[config.mk]
export PLATFORM = sky130hd
export DESIGN_NAME = hbs_mean
export DESIGN_NICKNAME = d
export VERILOG_FILES = /design/src/hbs_pkg.sv /design/src/hbs_mean.sv
export SDC_FILE = /design/constraint.sdc
export NUM_CORES = 1
export LEC_CHECK = 0
export BUFFER_PORTS_ARGS = -buffer_cell sky130_fd_sc_hd__buf_2
export CAP_MARGIN = 20
export CORE_AREA = 2 2 138 86
export DETAILED_ROUTE_END_ITERATION = 10
export DIE_AREA = 0 0 140 88
export PLACE_DENSITY = 0.78
export REMOVE_ABC_BUFFERS = 1
export SLEW_MARGIN = 20
export SYNTH_ARGS = -nofsm -noshare
export SYNTH_HDL_FRONTEND = slang
export SYNTH_SLANG_ARGS = --single-unit
[constraint.sdc]
create_clock -name clock -period 5.49 [get_ports clock]
set_input_delay 1.3725 -clock clock [delete_from_list [all_inputs] [get_ports clock]]
set_output_delay 1.3725 -clock clock [all_outputs]
set_load 0.01 [all_outputs]
[src/hbs_pkg.sv]
// ----------------------------------------------------------------------------
// hbs_pkg
// Shared types and constants of the 3x3 heightmap box smoother: field widths,
// register indexes, the reciprocal used for the divide by nine, the position
// flags fed to the window and the beat structs passed on to the mean stage.
// ----------------------------------------------------------------------------
package hbs_pkg;

   localparam int SAMPLE_W   = 8;
   localparam int ROW_W      = 12;
   localparam int OUT_COL_W  = 10;
   localparam int MEAN_W     = 12;
   localparam int COLSUM_W   = 10;
   localparam int SUM_W      = 12;
   localparam int X_W        = 16;
   localparam int RECIP_W    = 18;
   localparam int PROD_W     = X_W + RECIP_W;
   localparam int QLSB       = 21;

   localparam int REQ_TDATA_W = 8;
   localparam int RSP_TDATA_W = 40;
   localparam int RSP_PAD_W   = RSP_TDATA_W - MEAN_W - ROW_W - OUT_COL_W;

   localparam int CSR_ADDR_W  = 1;
   localparam int CSR_DATA_W  = 13;
   localparam int GRID_W_BITS = 11;
   localparam int GRID_H_BITS = 13;
   localparam int MAX_HEIGHT  = 4096;
   localparam int RESET_GRID  = 256;
   localparam int MIN_GRID    = 2;

   // (2^21 + 1) / 9, exact floor for every x below 2^21
   localparam logic [RECIP_W-1:0] RECIP_NINE = 18'd233017;
   localparam logic [X_W-1:0]     ROUND_BIAS = 16'd4;

   typedef enum logic [CSR_ADDR_W-1:0] {
      CSR_GRID_WIDTH  = 1'b0,
      CSR_GRID_HEIGHT = 1'b1
   } csr_index_type;

   typedef struct packed {
      logic row_ge1;
      logic row_ge2;
      logic col_ge1;
      logic col_ge2;
      logic col_last;
      logic row_last;
   } pos_flags_type;

   typedef struct packed {
      logic [ROW_W-1:0]     row;
      logic [OUT_COL_W-1:0] column;
      logic                 last;
      logic                 done;
   } result_meta_type;

   typedef struct packed {
      logic            valid;
      logic [SUM_W-1:0] sum;
      result_meta_type meta;
   } result_beat_type;

endpackage

[src/hbs_mean.sv]
// ----------------------------------------------------------------------------
// hbs_mean
// Turns a neighborhood sum into round(16*sum/9) with one constant multiply:
// a bias stage, then the product lands in the output register that drives
// the result channel.
// ----------------------------------------------------------------------------
module hbs_mean (
   input  logic                             clock,
   input  logic                             reset,
   input  hbs_pkg::result_beat_type         beat,
   output logic                             beat_ready,
   output logic                             out_valid,
   input  logic                             out_ready,
   output logic [hbs_pkg::MEAN_W-1:0]       out_mean,
   output hbs_pkg::result_meta_type         out_meta
);

   localparam int XW    = hbs_pkg::X_W;
   localparam int ProdW = hbs_pkg::PROD_W;

   logic                      d_valid_ff;
   logic [XW-1:0]             d_x_ff;
   hbs_pkg::result_meta_type  d_meta_ff;
   logic [XW-1:0]             d_x_in;

   logic                      o_valid_ff;
   logic [ProdW-1:0]          o_prod_ff;
   logic [ProdW-1:0]          o_prod_in;
   hbs_pkg::result_meta_type  o_meta_ff;
   logic                      o_can;

   assign o_can      = !o_valid_ff || out_ready;
   assign beat_ready = !d_valid_ff || o_can;
   assign d_x_in     = {beat.sum, 4'b0000} + hbs_pkg::ROUND_BIAS;
   assign o_prod_in  = ProdW'(d_x_ff) * ProdW'(hbs_pkg::RECIP_NINE);

   always_ff @(posedge clock) begin
      if (reset) begin
         d_valid_ff <= 1'b0;
      end else if (beat_ready) begin
         d_valid_ff <= beat.valid;
      end
   end

   always_ff @(posedge clock) begin
      if (beat_ready && beat.valid) begin
         d_x_ff    <= d_x_in;
         d_meta_ff <= beat.meta;
      end
   end

   always_ff @(posedge clock) begin
      if (reset) begin
         o_valid_ff <= 1'b0;
      end else if (o_can) begin
         o_valid_ff <= d_valid_ff;
      end
   end

   always_ff @(posedge clock) begin
      if (o_can && d_valid_ff) begin
         o_prod_ff <= o_prod_in;
         o_meta_ff <= d_meta_ff;
      end
   end

   assign out_valid = o_valid_ff;
   assign out_mean  = o_prod_ff[hbs_pkg::QLSB +: hbs_pkg::MEAN_W];
   assign out_meta  = o_meta_ff;

endmodule

==> flow_metrics.py <==
metrics = {
    "placement": {
        "hpwl_um": 9988,
        "place_congestion": 0.9321,
        "place.port_buffers": 77,
    },
    "layout": {
        "drive_gt1_share_pct": 20.39,
        "fin_nets": 749,
        "syn2layout_area_growth_pct": 17.78,
        "fillers": 864,
        "layout_commonest_cell": "inv_1",
        "n_antenna_cell": 0,
        "final_cell_mix": "112 x inv_1, 100 x ha_1, 77 x buf_2",
    },
    "sta": {
        "fmax_mhz": 189.8,
        "fin_crit_ps": 5269,
        "maxSlewHeadroom_pct": 33.00,
        "finalCritPeriodShare_pct": 95.97,
        "slew_viol_final": 0,
        "tightest_slew_ps": 1003,
        "setup_viol": 0,
        "rsz0062_at_grt": "no",
        "hold_violations": 0,
        "fin_skew_ps": 5.854,
        "setup_tns_ps": 0,
    },
    "power_and_ir_drop": {
        "p_int_mw": 2.279,
        "clockPowerShare_pct": 16.1,
        "power_leakage_nw": 3.233,
        "power_mw": 4.022,
        "ir_worst_vdd_v": 0.0003433,
        "power.density_nw_per_um2": 597.4,
        "p_sw_share_pct": 43.33,
        "seq_power_share_pct": 19.8,
        "pwr-share-comb_pct": 64.2,
        "p_sw_mw": 1.742,
    },
    "worst_setup_path": {
        "critPathLaunchType": "flip-flop",
        "path_class": "reg2reg",
        "cp_max_fo": 5,
        "worst_ep_required_time_ps": 5690,
        "crit_path_end_kind": "flip-flop",
        "cp.arrival_ps": 5470,
    },
    "floorplan": {
        "initial_core_util_pct": 51.62,
        "die-area_um2": 12320,
        "die_height_um": 88,
        "rows": 30,
        "top_level_ports": 78,
        "die_width_um": 140,
        "core_um2": 11070,
    },
    "min_path": {
        "min_path_type": "reg2reg",
    },
    "grt": {
        "grt_use_met3_pct": 5.577,
        "use_met2_pct": 32.42,
        "grt_overflow": 0,
        "grt_pass1_wl_um": 18840,
        "track_usage_pct": 20.33,
        "top_usage_layer": "met2",
        "antenna_found_initial": 0,
        "grt_pass1_vias": 3767,
        "grt_max_degree": 37,
        "met1_usage_pct": 28.54,
    },
    "route": {
        "vias": 3629,
        "wirelength_um": 12230,
        "viasPerCell": 5.162,
        "drc": 2,
        "wl_per_cell_um": 17.39,
        "first_pass_iters": 7,
        "postRouteAntennaNets": 0,
        "drtIter0Drc": 222,
    },
    "clocking": {
        "cts.clk_slew.worst_paths_ps": 60,
        "cts_sinks": 74,
        "clk_latency_ps": 330,
        "cts_tree": "done",
        "h-tree-depth": 3,
        "cts_buffers": 9,
        "root_buffer": "clkbuf_16",
        "cts_hold_buf": 0,
        "ctsLongestPathBuffers": 2,
    },
    "job": {
        "maxCapViolCount": 0,
    },
    "synthesis": {
        "syn_avg_cell_area_um2": 12.34,
        "ys_seq_area_share_pct": 38.53,
        "netlist_instances": 463,
        "yosysTopAreaCell": "edfxtp_1",
        "synth_flop_cell": "edfxtp_1",
        "synth.area.top_cells": "edfxtp_1 38%, ha_1 22%, fa_1 19%",
        "ys_ff_latch": 74,
        "synthArstFlopShare_pct": 0,
        "ys_types": 40,
        "yosysWarningCount": 0,
        "synth_top_area_share_pct": 37.83,
        "synth_edf_count": 72,
        "syn-cell-area_um2": 5715,
    },
    "status": {
        "failed_checks": "design-rule violations",
        "run_status": "finished with violations",
    },
}
==> cells by family (layout without fill, tap and decap cells) <==
kind of cell / count (synthesis) / count (layout) / share of synthesized area (%)
adder cells (fa/ha/maj): 155 / 155 / 40.89
buffers and inverters: 115 / 211 / 7.596
AO/OA/AOI/OAI: 49 / 49 / 5.604
multiplexers: 1 / 1 / 0.1751
flip-flops: 74 / 74 / 38.53
XOR/XNOR: 17 / 17 / 2.605
AND/OR/NAND/NOR: 52 / 52 / 4.597
==> routing by layer <==
layer | wire, um | vias up
li1 | - | 1719
met1 | 5687 | 1777
met2 | 5553 | 125
met3 | 890 | 8
met4 | 93 | 0
met5 | 0 | -
==> power by group through the flow <==
stage / Sequential, mW / Combinational, mW / Clock (mW)
2_1_floorplan: 0.833 / 1.69 / 0
3_3_place_gp: 0.804 / 2.28 / 0
3_5_place_dp: 0.807 / 2.38 / 0
4_1_cts: 0.796 / 2.43 / 0.654
5_1_grt: 0.801 / 2.86 / 0.675
6_report: 0.794 / 2.58 / 0.646
==> layout make-up <==
cell class	count	area, um^2	area share, %
clock buffer	11	252.7	3.755
clock inverter	5	85.08	1.264
inverter	112	420.4	6.245
multi-input combinational	274	3161	46.95
sequential	74	2202	32.71
tap	144	180.2	2.677
timing repair buffer	83	430.4	6.394
==> worst max-delay path: stages, from the launching register on <==
cell and delay [ps]:
edfxtp_1 500, fa_2 410, fa_1 520, inv_1 60, fa_1 560, inv_1 80, fa_1 540, inv_1 60
fa_1 540, inv_1 80, ha_4 160, ha_1 320, and3_1 240, and4_1 230, o21ai_2 100, a31oi_4 130
or4_1 520, nand3_1 90
==> through the flow <==
stage | cell area, um^2 | utilization (%) | setup WS, ps | hold WS, ps | std cells
after CTS | 6658 | 60.12 | 28.36 | 418.5 | 703
final | 6731 | 60.79 | 221.2 | 417.9 | 703
after detailed placement | 6320 | 57.07 | 110.5 | 404.5 | 687
after global routing | 6731 | 60.79 | 3.900 | 424.1 | 703
after global placement | 6320 | 57.07 | 226.4 | 400.6 | 687
after floorplan | 5702 | - | 393.8 | 400.3 | 460
==> final timing paths <==
kind,start,endpoint,slack [ps],cells past startpoint
worst max-delay path,d_x_ff[15]$_DFFE_PP_,o_prod_ff[30]$_DFFE_PP_,220,17
worst min-delay path,d_meta_ff[12]$_DFFE_PP_,out_meta[12]$_DFFE_PP_,420,0
worst max register to register,d_x_ff[15]$_DFFE_PP_,o_prod_ff[30]$_DFFE_PP_,220,17
worst min register to register,d_meta_ff[12]$_DFFE_PP_,out_meta[12]$_DFFE_PP_,420,0
==> cell usage after synthesis, types with 4 or more instances <==
master    count
nand2_1       8
xnor2_1      15
a21oi_1      17
nor2_1       17
nand4_1       4
inv_1       112
fa_1         53
o21ai_0       9
nand3_1       5
edfxtp_1     72
ha_1        102
a21o_1        5
==> registers in the layout, summed over array words and instances, names as in the netlist <==
name        count
d_valid_ff      1
out_valid       1
o_prod_ff      12
out_meta       24
d_meta_ff      24
d_x_ff         12
==> timing repair <==
item,in CTS,in global routing
hold endpoints to repair,0,0
endpoints found under the setup margin,0,10
buffers inserted,0,0
resized for setup,0,9
(Power assumes the default switching activity.)
