==> src/hbs_pkg.sv <==
// ----------------------------------------------------------------------------
// hbs_pkg
// Shared types and constants of the 3x3 heightmap box smoother: field widths,
// register indexes, the reciprocal used for the divide by nine, the position
// flags fed to the window and the beat structs passed on to the mean stage.
// ----------------------------------------------------------------------------
package hbs_pkg;

   localparam int SAMPLE_W   = 8;
   localparam int ROW_W      = 12;
   localparam int OUT_COL_W  = 10;
   localparam int MEAN_W     = 12;
   localparam int COLSUM_W   = 10;
   localparam int SUM_W      = 12;
   localparam int X_W        = 16;
   localparam int RECIP_W    = 18;
   localparam int PROD_W     = X_W + RECIP_W;
   localparam int QLSB       = 21;

   localparam int REQ_TDATA_W = 8;
   localparam int RSP_TDATA_W = 40;
   localparam int RSP_PAD_W   = RSP_TDATA_W - MEAN_W - ROW_W - OUT_COL_W;

   localparam int CSR_ADDR_W  = 1;
   localparam int CSR_DATA_W  = 13;
   localparam int GRID_W_BITS = 11;
   localparam int GRID_H_BITS = 13;
   localparam int MAX_HEIGHT  = 4096;
   localparam int RESET_GRID  = 256;
   localparam int MIN_GRID    = 2;

   // (2^21 + 1) / 9, exact floor for every x below 2^21
   localparam logic [RECIP_W-1:0] RECIP_NINE = 18'd233017;
   localparam logic [X_W-1:0]     ROUND_BIAS = 16'd4;

   typedef enum logic [CSR_ADDR_W-1:0] {
      CSR_GRID_WIDTH  = 1'b0,
      CSR_GRID_HEIGHT = 1'b1
   } csr_index_type;

   typedef struct packed {
      logic row_ge1;
      logic row_ge2;
      logic col_ge1;
      logic col_ge2;
      logic col_last;
      logic row_last;
   } pos_flags_type;

   typedef struct packed {
      logic [ROW_W-1:0]     row;
      logic [OUT_COL_W-1:0] column;
      logic                 last;
      logic                 done;
   } result_meta_type;

   typedef struct packed {
      logic            valid;
      logic [SUM_W-1:0] sum;
      result_meta_type meta;
   } result_beat_type;

endpackage

==> src/hbs_window.sv <==
// ----------------------------------------------------------------------------
// hbs_window
// Holds the sample whose line reads are in flight, shifts the 3x3 window,
// forms the four candidate neighborhood sums and then hands the pending
// results to the mean stage one beat per cycle while it is ready.
// ----------------------------------------------------------------------------
module hbs_window #(
   parameter int MAX_WIDTH = 1024
) (
   input  logic                            clock,
   input  logic                            reset,
   input  logic                            restart,
   input  logic                            load,
   input  logic [hbs_pkg::SAMPLE_W-1:0]    load_sample,
   input  logic [$clog2(MAX_WIDTH)-1:0]    load_col,
   input  logic [hbs_pkg::ROW_W-1:0]       load_row,
   input  hbs_pkg::pos_flags_type          load_flags,
   output logic                            load_ready,
   input  logic [hbs_pkg::SAMPLE_W-1:0]    prev_rdata,
   input  logic [hbs_pkg::SAMPLE_W-1:0]    older_rdata,
   output logic                            older_we,
   output logic [$clog2(MAX_WIDTH)-1:0]    older_waddr,
   output logic [hbs_pkg::SAMPLE_W-1:0]    older_wdata,
   output hbs_pkg::result_beat_type        beat,
   input  logic                            beat_ready
);

   localparam int ColW     = $clog2(MAX_WIDTH);
   localparam int SampleW  = hbs_pkg::SAMPLE_W;
   localparam int ColSumW  = hbs_pkg::COLSUM_W;
   localparam int SumW     = hbs_pkg::SUM_W;
   localparam int RowW     = hbs_pkg::ROW_W;
   localparam int OutColW  = hbs_pkg::OUT_COL_W;

   logic                    b_valid_ff;
   logic [SampleW-1:0]      b_sample_ff;
   logic [ColW-1:0]         b_col_ff;
   logic [RowW-1:0]         b_row_ff;
   hbs_pkg::pos_flags_type  b_flags_ff;

   logic [SampleW-1:0]      win_ff [9];
   logic [SampleW-1:0]      win_in [9];

   logic [3:0]              c_pend_ff;
   logic [3:0]              c_pend_in;
   logic [SumW-1:0]         c_sum_ff [4];
   logic [SumW-1:0]         c_sum_in [4];
   logic [ColW-1:0]         c_col_ff;
   logic [RowW-1:0]         c_row_ff;

   logic [SampleW-1:0]      mid;
   logic [SampleW-1:0]      top;
   logic [ColSumW-1:0]      full_sum [3];
   logic [ColSumW-1:0]      last_sum [3];
   logic [ColSumW-1:0]      full_left;
   logic [ColSumW-1:0]      last_left;
   logic [3:0]              mask;

   logic [3:0]              sel;
   logic [1:0]              sel_idx;
   logic [3:0]              remaining;
   logic                    c_valid;
   logic                    c_pop;
   logic                    c_last;
   logic                    c_free;
   logic                    b_go;

   // window taps after the shift, index column*3 + tap (top, mid, bottom)
   always_comb begin
      mid = b_flags_ff.row_ge1 ? prev_rdata : b_sample_ff;
      top = b_flags_ff.row_ge2 ? older_rdata : mid;
      for (int i = 0; i < 6; i++) begin
         win_in[i] = win_ff[i + 3];
      end
      win_in[6] = top;
      win_in[7] = mid;
      win_in[8] = b_sample_ff;
   end

   always_comb begin
      for (int k = 0; k < 3; k++) begin
         full_sum[k] = ColSumW'(win_in[3*k]) + ColSumW'(win_in[3*k+1])
                     + ColSumW'(win_in[3*k+2]);
         last_sum[k] = ColSumW'(win_in[3*k+1]) + {1'b0, win_in[3*k+2], 1'b0};
      end
      full_left   = b_flags_ff.col_ge2 ? full_sum[0] : full_sum[1];
      last_left   = b_flags_ff.col_ge2 ? last_sum[0] : last_sum[1];
      c_sum_in[0] = SumW'(full_left) + SumW'(full_sum[1]) + SumW'(full_sum[2]);
      c_sum_in[1] = SumW'(full_sum[1]) + {1'b0, full_sum[2], 1'b0};
      c_sum_in[2] = SumW'(last_left) + SumW'(last_sum[1]) + SumW'(last_sum[2]);
      c_sum_in[3] = SumW'(last_sum[1]) + {1'b0, last_sum[2], 1'b0};
      mask[0] = b_flags_ff.row_ge1 && b_flags_ff.col_ge1;
      mask[1] = b_flags_ff.row_ge1 && b_flags_ff.col_last;
      mask[2] = b_flags_ff.row_last && b_flags_ff.col_ge1;
      mask[3] = b_flags_ff.row_last && b_flags_ff.col_last;
   end

   // pick the lowest pending result
   always_comb begin
      sel = c_pend_ff & (~c_pend_ff + 4'd1);
      unique case (sel)
         4'b0001: sel_idx = 2'd0;
         4'b0010: sel_idx = 2'd1;
         4'b0100: sel_idx = 2'd2;
         4'b1000: sel_idx = 2'd3;
         default: sel_idx = 2'd0;
      endcase
      remaining  = c_pend_ff & ~sel;
      c_valid    = |c_pend_ff;
      c_pop      = c_valid && beat_ready;
      c_last     = (remaining == 4'd0);
      c_free     = !c_valid || (c_pop && c_last);
      b_go       = b_valid_ff && c_free;
      load_ready = !b_valid_ff || b_go;
      c_pend_in  = b_go ? mask : (c_pop ? remaining : c_pend_ff);
   end

   always_ff @(posedge clock) begin
      if (reset) begin
         b_valid_ff <= 1'b0;
      end else if (load_ready) begin
         b_valid_ff <= load;
      end
   end

   always_ff @(posedge clock) begin
      if (load && load_ready) begin
         b_sample_ff <= load_sample;
         b_col_ff    <= load_col;
         b_row_ff    <= load_row;
         b_flags_ff  <= load_flags;
      end
   end

   always_ff @(posedge clock) begin
      if (reset || restart) begin
         for (int i = 0; i < 9; i++) begin
            win_ff[i] <= '0;
         end
      end else if (b_go) begin
         for (int i = 0; i < 9; i++) begin
            win_ff[i] <= win_in[i];
         end
      end
   end

   always_ff @(posedge clock) begin
      if (reset) begin
         c_pend_ff <= '0;
      end else begin
         c_pend_ff <= c_pend_in;
      end
   end

   always_ff @(posedge clock) begin
      if (b_go) begin
         for (int k = 0; k < 4; k++) begin
            c_sum_ff[k] <= c_sum_in[k];
         end
         c_col_ff <= b_col_ff;
         c_row_ff <= b_row_ff;
      end
   end

   assign older_we    = b_go && b_flags_ff.row_ge1;
   assign older_waddr = b_col_ff;
   assign older_wdata = prev_rdata;

   always_comb begin
      beat.valid       = c_valid;
      beat.sum         = c_sum_ff[sel_idx];
      beat.meta.row    = sel_idx[1] ? c_row_ff : c_row_ff - RowW'(1);
      beat.meta.column = sel_idx[0] ? OutColW'(c_col_ff) : OutColW'(c_col_ff - ColW'(1));
      beat.meta.last   = c_last;
      beat.meta.done   = (sel_idx == 2'd3);
   end

endmodule

==> config.mk <==
export PLATFORM = sky130hd
export DESIGN_NAME = hbs_window
export DESIGN_NICKNAME = d
export VERILOG_FILES = /design/src/hbs_pkg.sv /design/src/hbs_window.sv
export SDC_FILE = /design/constraint.sdc
export NUM_CORES = 1
export LEC_CHECK = 0
export ABC_AREA = 1
export BUFFER_PORTS_ARGS = -buffer_cell sky130_fd_sc_hd__clkbuf_2
export CAP_MARGIN = 30
export CORE_MARGIN = 2
export CORE_UTILIZATION = 35
export CTS_CLUSTER_DIAMETER = 30
export DETAILED_ROUTE_END_ITERATION = 7
export PLACE_DENSITY = 0.52
export SETUP_SLACK_MARGIN = 0.2
export SYNTH_ARGS = -nofsm -noshare
export SYNTH_HDL_FRONTEND = slang
export SYNTH_SLANG_ARGS = --single-unit
==> constraint.sdc <==
create_clock -name clock -period 6.6 [get_ports clock]
set_input_delay 1.32 -clock clock [delete_from_list [all_inputs] [get_ports clock]]
set_output_delay 1.32 -clock clock [all_outputs]
set_load 0.05 [all_outputs]
==> impl_metrics.yaml <==
run_status:
  status: "finished, final reports clean"
drt:
  routed_wl_mm: 27.4
  dr_total_vias: 7831
  drt_iter0_markers: 527
  drtAntennaViolNets: 0
  routedWlPerCell_um: 16.6
  dr.pass1.iters: 5
  remaining_drc_errors: 0
  vias_per_cell: 4.76
sta:
  final_max_slew_viol_count: 0
  setup_viol: 0
  skew_ps: 9.53
  fin_crit_ps: 5570
  fin_setup_tns_ps: 0
  fin_ws_ps: 1030
  tightest_slew_ps: 949
  rsz0062_at_grt: "no"
  fmaxAchievable_ghz: 0.179
  finalHoldViolations: 0
  period_share_pct: 84.4
  slew_headroom_pct: 36.0
floorplanning:
  fp.dieW_um: 180
  start_util_pct: 35.6
  die_h_um: 180
  coreArea_um2: 30600
  io_pins: 114
  dieArea_um2: 32500
  row_count: 64
power_and_ir_drop:
  leakagePower_uw: 0.00562
  pwr_density_cell_nw_per_um2: 485
  finalPower_uw: 6030
  ir_worst_vdd_mv: 0.263
clock_network:
  hold_buffers: 0
  clkLatencyLatePin_ps: 440
  cts_root_buf: "clkbuf_16"
  postCtsSetupRepairBufs: 0
  cts_tree: "yes"
  cts_resized: 0
  numCtsBuffers: 17
  cts.sinks: 159
  clk_pin_slew_ps: 70
  ctsHtreeMaxLevel: 4
  cts.path.max_buffers: 2
worst_hold_path:
  min_delay_worst_endpoint: "c_row_ff[10]"
  min_path_type: "reg2reg"
  hp-start: "b_row_ff[10]"
  holdPathStages: 0
worst_setup_path:
  required_ps: 6790
  r2r_cells: 19
  criticalPathCategory: "in2reg"
  r2r_start: "b_flags_ff[5]"
  arrival_ps: 5760
  regToRegSetupSlack_ps: 1170
  cp_max_fo: 4
  r2r_end: "c_sum_ff[0][8]"
  start_kind: "input pin"
  endpoint_kind: "flop"
global_route:
  grt_max_degree: 72
  grt_antenna_before_repair: 0
  grt_pass1_vias: 7902
  track_usage_pct: 17.3
  grt_first_pass_wirelength_mm: 43.3
  grt_overflow: 0
place:
  post_dp_cell_area_um2: 11800
  io_buffers: 113
  hpwl_mm: 21.8
  place_ws_ps: 563
  gp_congestion: 0.918
synthesis:
  synth_commonest_cells: "nand2_1, inv_1, edfxtp_1"
  avgSynthCellArea_um2: 9.65
  synth_largest_area_cell: "edfxtp_1"
  yosysSeqAreaShare_pct: 43.4
  synth.cell_area_um2: 10900
  syn-instance-count: 1128
  synth-seq-cells: 159
  ys_warn_count: 0
  syn_nets: 1319
  synthArstFlopShare_pct: 0
  synth_top_area_share_pct: 42.5
  ys_types: 41
  synth_flop_cell: "edfxtp_1"
  synth_most_common_cell: "nand2_1"
  synth_edf_count: 154
  ys_top_cells_by_area: "edfxtp_1, fa_1, ha_1"
final_layout:
  diodes: 0
  fillers: 3059
  syn_to_final_growth_pct: 14.1
  fin_nets: 1428
  drive_gt1_share_pct: 15.6
  design_area_um2: 12400
run:
  maxCapViolations: 0
how the worst max path moves through the flow:
stage               slack [ps]     startpoint              to
detailed placement         560  prev_rdata[2]  c_sum_ff[0][8]
floorplan                 1140  prev_rdata[2]  c_sum_ff[0][8]
CTS                       1030  prev_rdata[2]  c_sum_ff[0][8]
finish                    1030  prev_rdata[2]  c_sum_ff[0][8]
global placement           670  prev_rdata[2]  c_sum_ff[0][8]
global route               640  prev_rdata[2]  c_sum_ff[0][8]
kinds of logic (layout without fill, tap and decap cells):
kind of cell / Yosys count / count (layout) / synth area share, %
flops: 159 / 159 / 43.4
compound gates: 181 / 181 / 9.01
simple gates: 390 / 390 / 15.7
xor+xnor: 67 / 67 / 5.39
fa+ha+maj: 134 / 134 / 19.1
buf+inv: 197 / 319 / 7.41
power by group:
part	switching, uW	internal (uW)	leakage (uW)
Clock	467	539	0.000289
Combinational	2270	1120	0.00374
Sequential	125	1500	0.00159
sequential cells by signal, indices dropped and copies added (netlist names):
name / cells
b_flags_ff: 6
b_row_ff: 12
b_sample_ff: 8
b_valid_ff: 1
c_col_ff: 10
c_pend_ff: 4
c_row_ff: 12
c_sum_ff: 48
older_waddr: 10
win_ff: 48
routing by layer:
| layer | vias to the layer above | global-route usage, % | share of wire (%) |
|---|---|---|---|
| li1 | 3993 | - | - |
| met2 | 186 | 28.1 | 46 |
| met3 | 21 | 2.85 | 3.8 |
| met5 | - | 0 | 0 |
| met4 | 0 | 4.97 | 1.7 |
| met1 | 3631 | 23.9 | 48 |
per-stage QoR:
step                      std cells  utilization, %  hold WS [ps]
final                          1646            40.6           415
after floorplan                1128               -           400
after CTS                      1645            40.6           414
after detailed placement       1613            38.6           405
after global placement         1613            38.6           402
after global routing           1646            40.6           418
layout make-up:
class | instances | area (um^2) | area share, %
clock buffers | 17 | 425 | 3.42
well taps | 396 | 495 | 3.99
multi-input cells | 772 | 5360 | 43.1
inverters | 169 | 636 | 5.12
repair buffers | 118 | 616 | 4.95
clock inverters | 15 | 169 | 1.36
flip-flops and latches | 159 | 4720 | 38.0
cell usage in the layout (no fill, tap or decap), types with 5 or more instances in the layout:
cell and n:
dfxtp_1 5, inv_1 167, clkbuf_16 17, or2_2 16, nand4_1 12, clkbuf_2 113, nor2_1 96, xor2_1 41
nand3_1 52, nand2_1 173, xnor2_1 26, nor3_1 8, a21oi_1 66, edfxtp_1 154, ha_1 80, inv_6 6
o22ai_1 16, fa_1 54, nor2_2 21, o21ai_0 75
worst max-delay path, stage by stage:
cell	delay, ps
clkbuf_2	80
or2_2	280
o21ai_0	120
inv_1	190
o21ai_0	250
inv_1	90
fa_1	620
inv_1	80
fa_1	470
o21ai_0	400
xnor2_1	170
inv_1	90
fa_1	490
ha_1	370
a21oi_1	140
o21ai_0	130
a21oi_1	190
o21ai_0	120
xor2_1	150
Power figures use the tool's default switching activity.
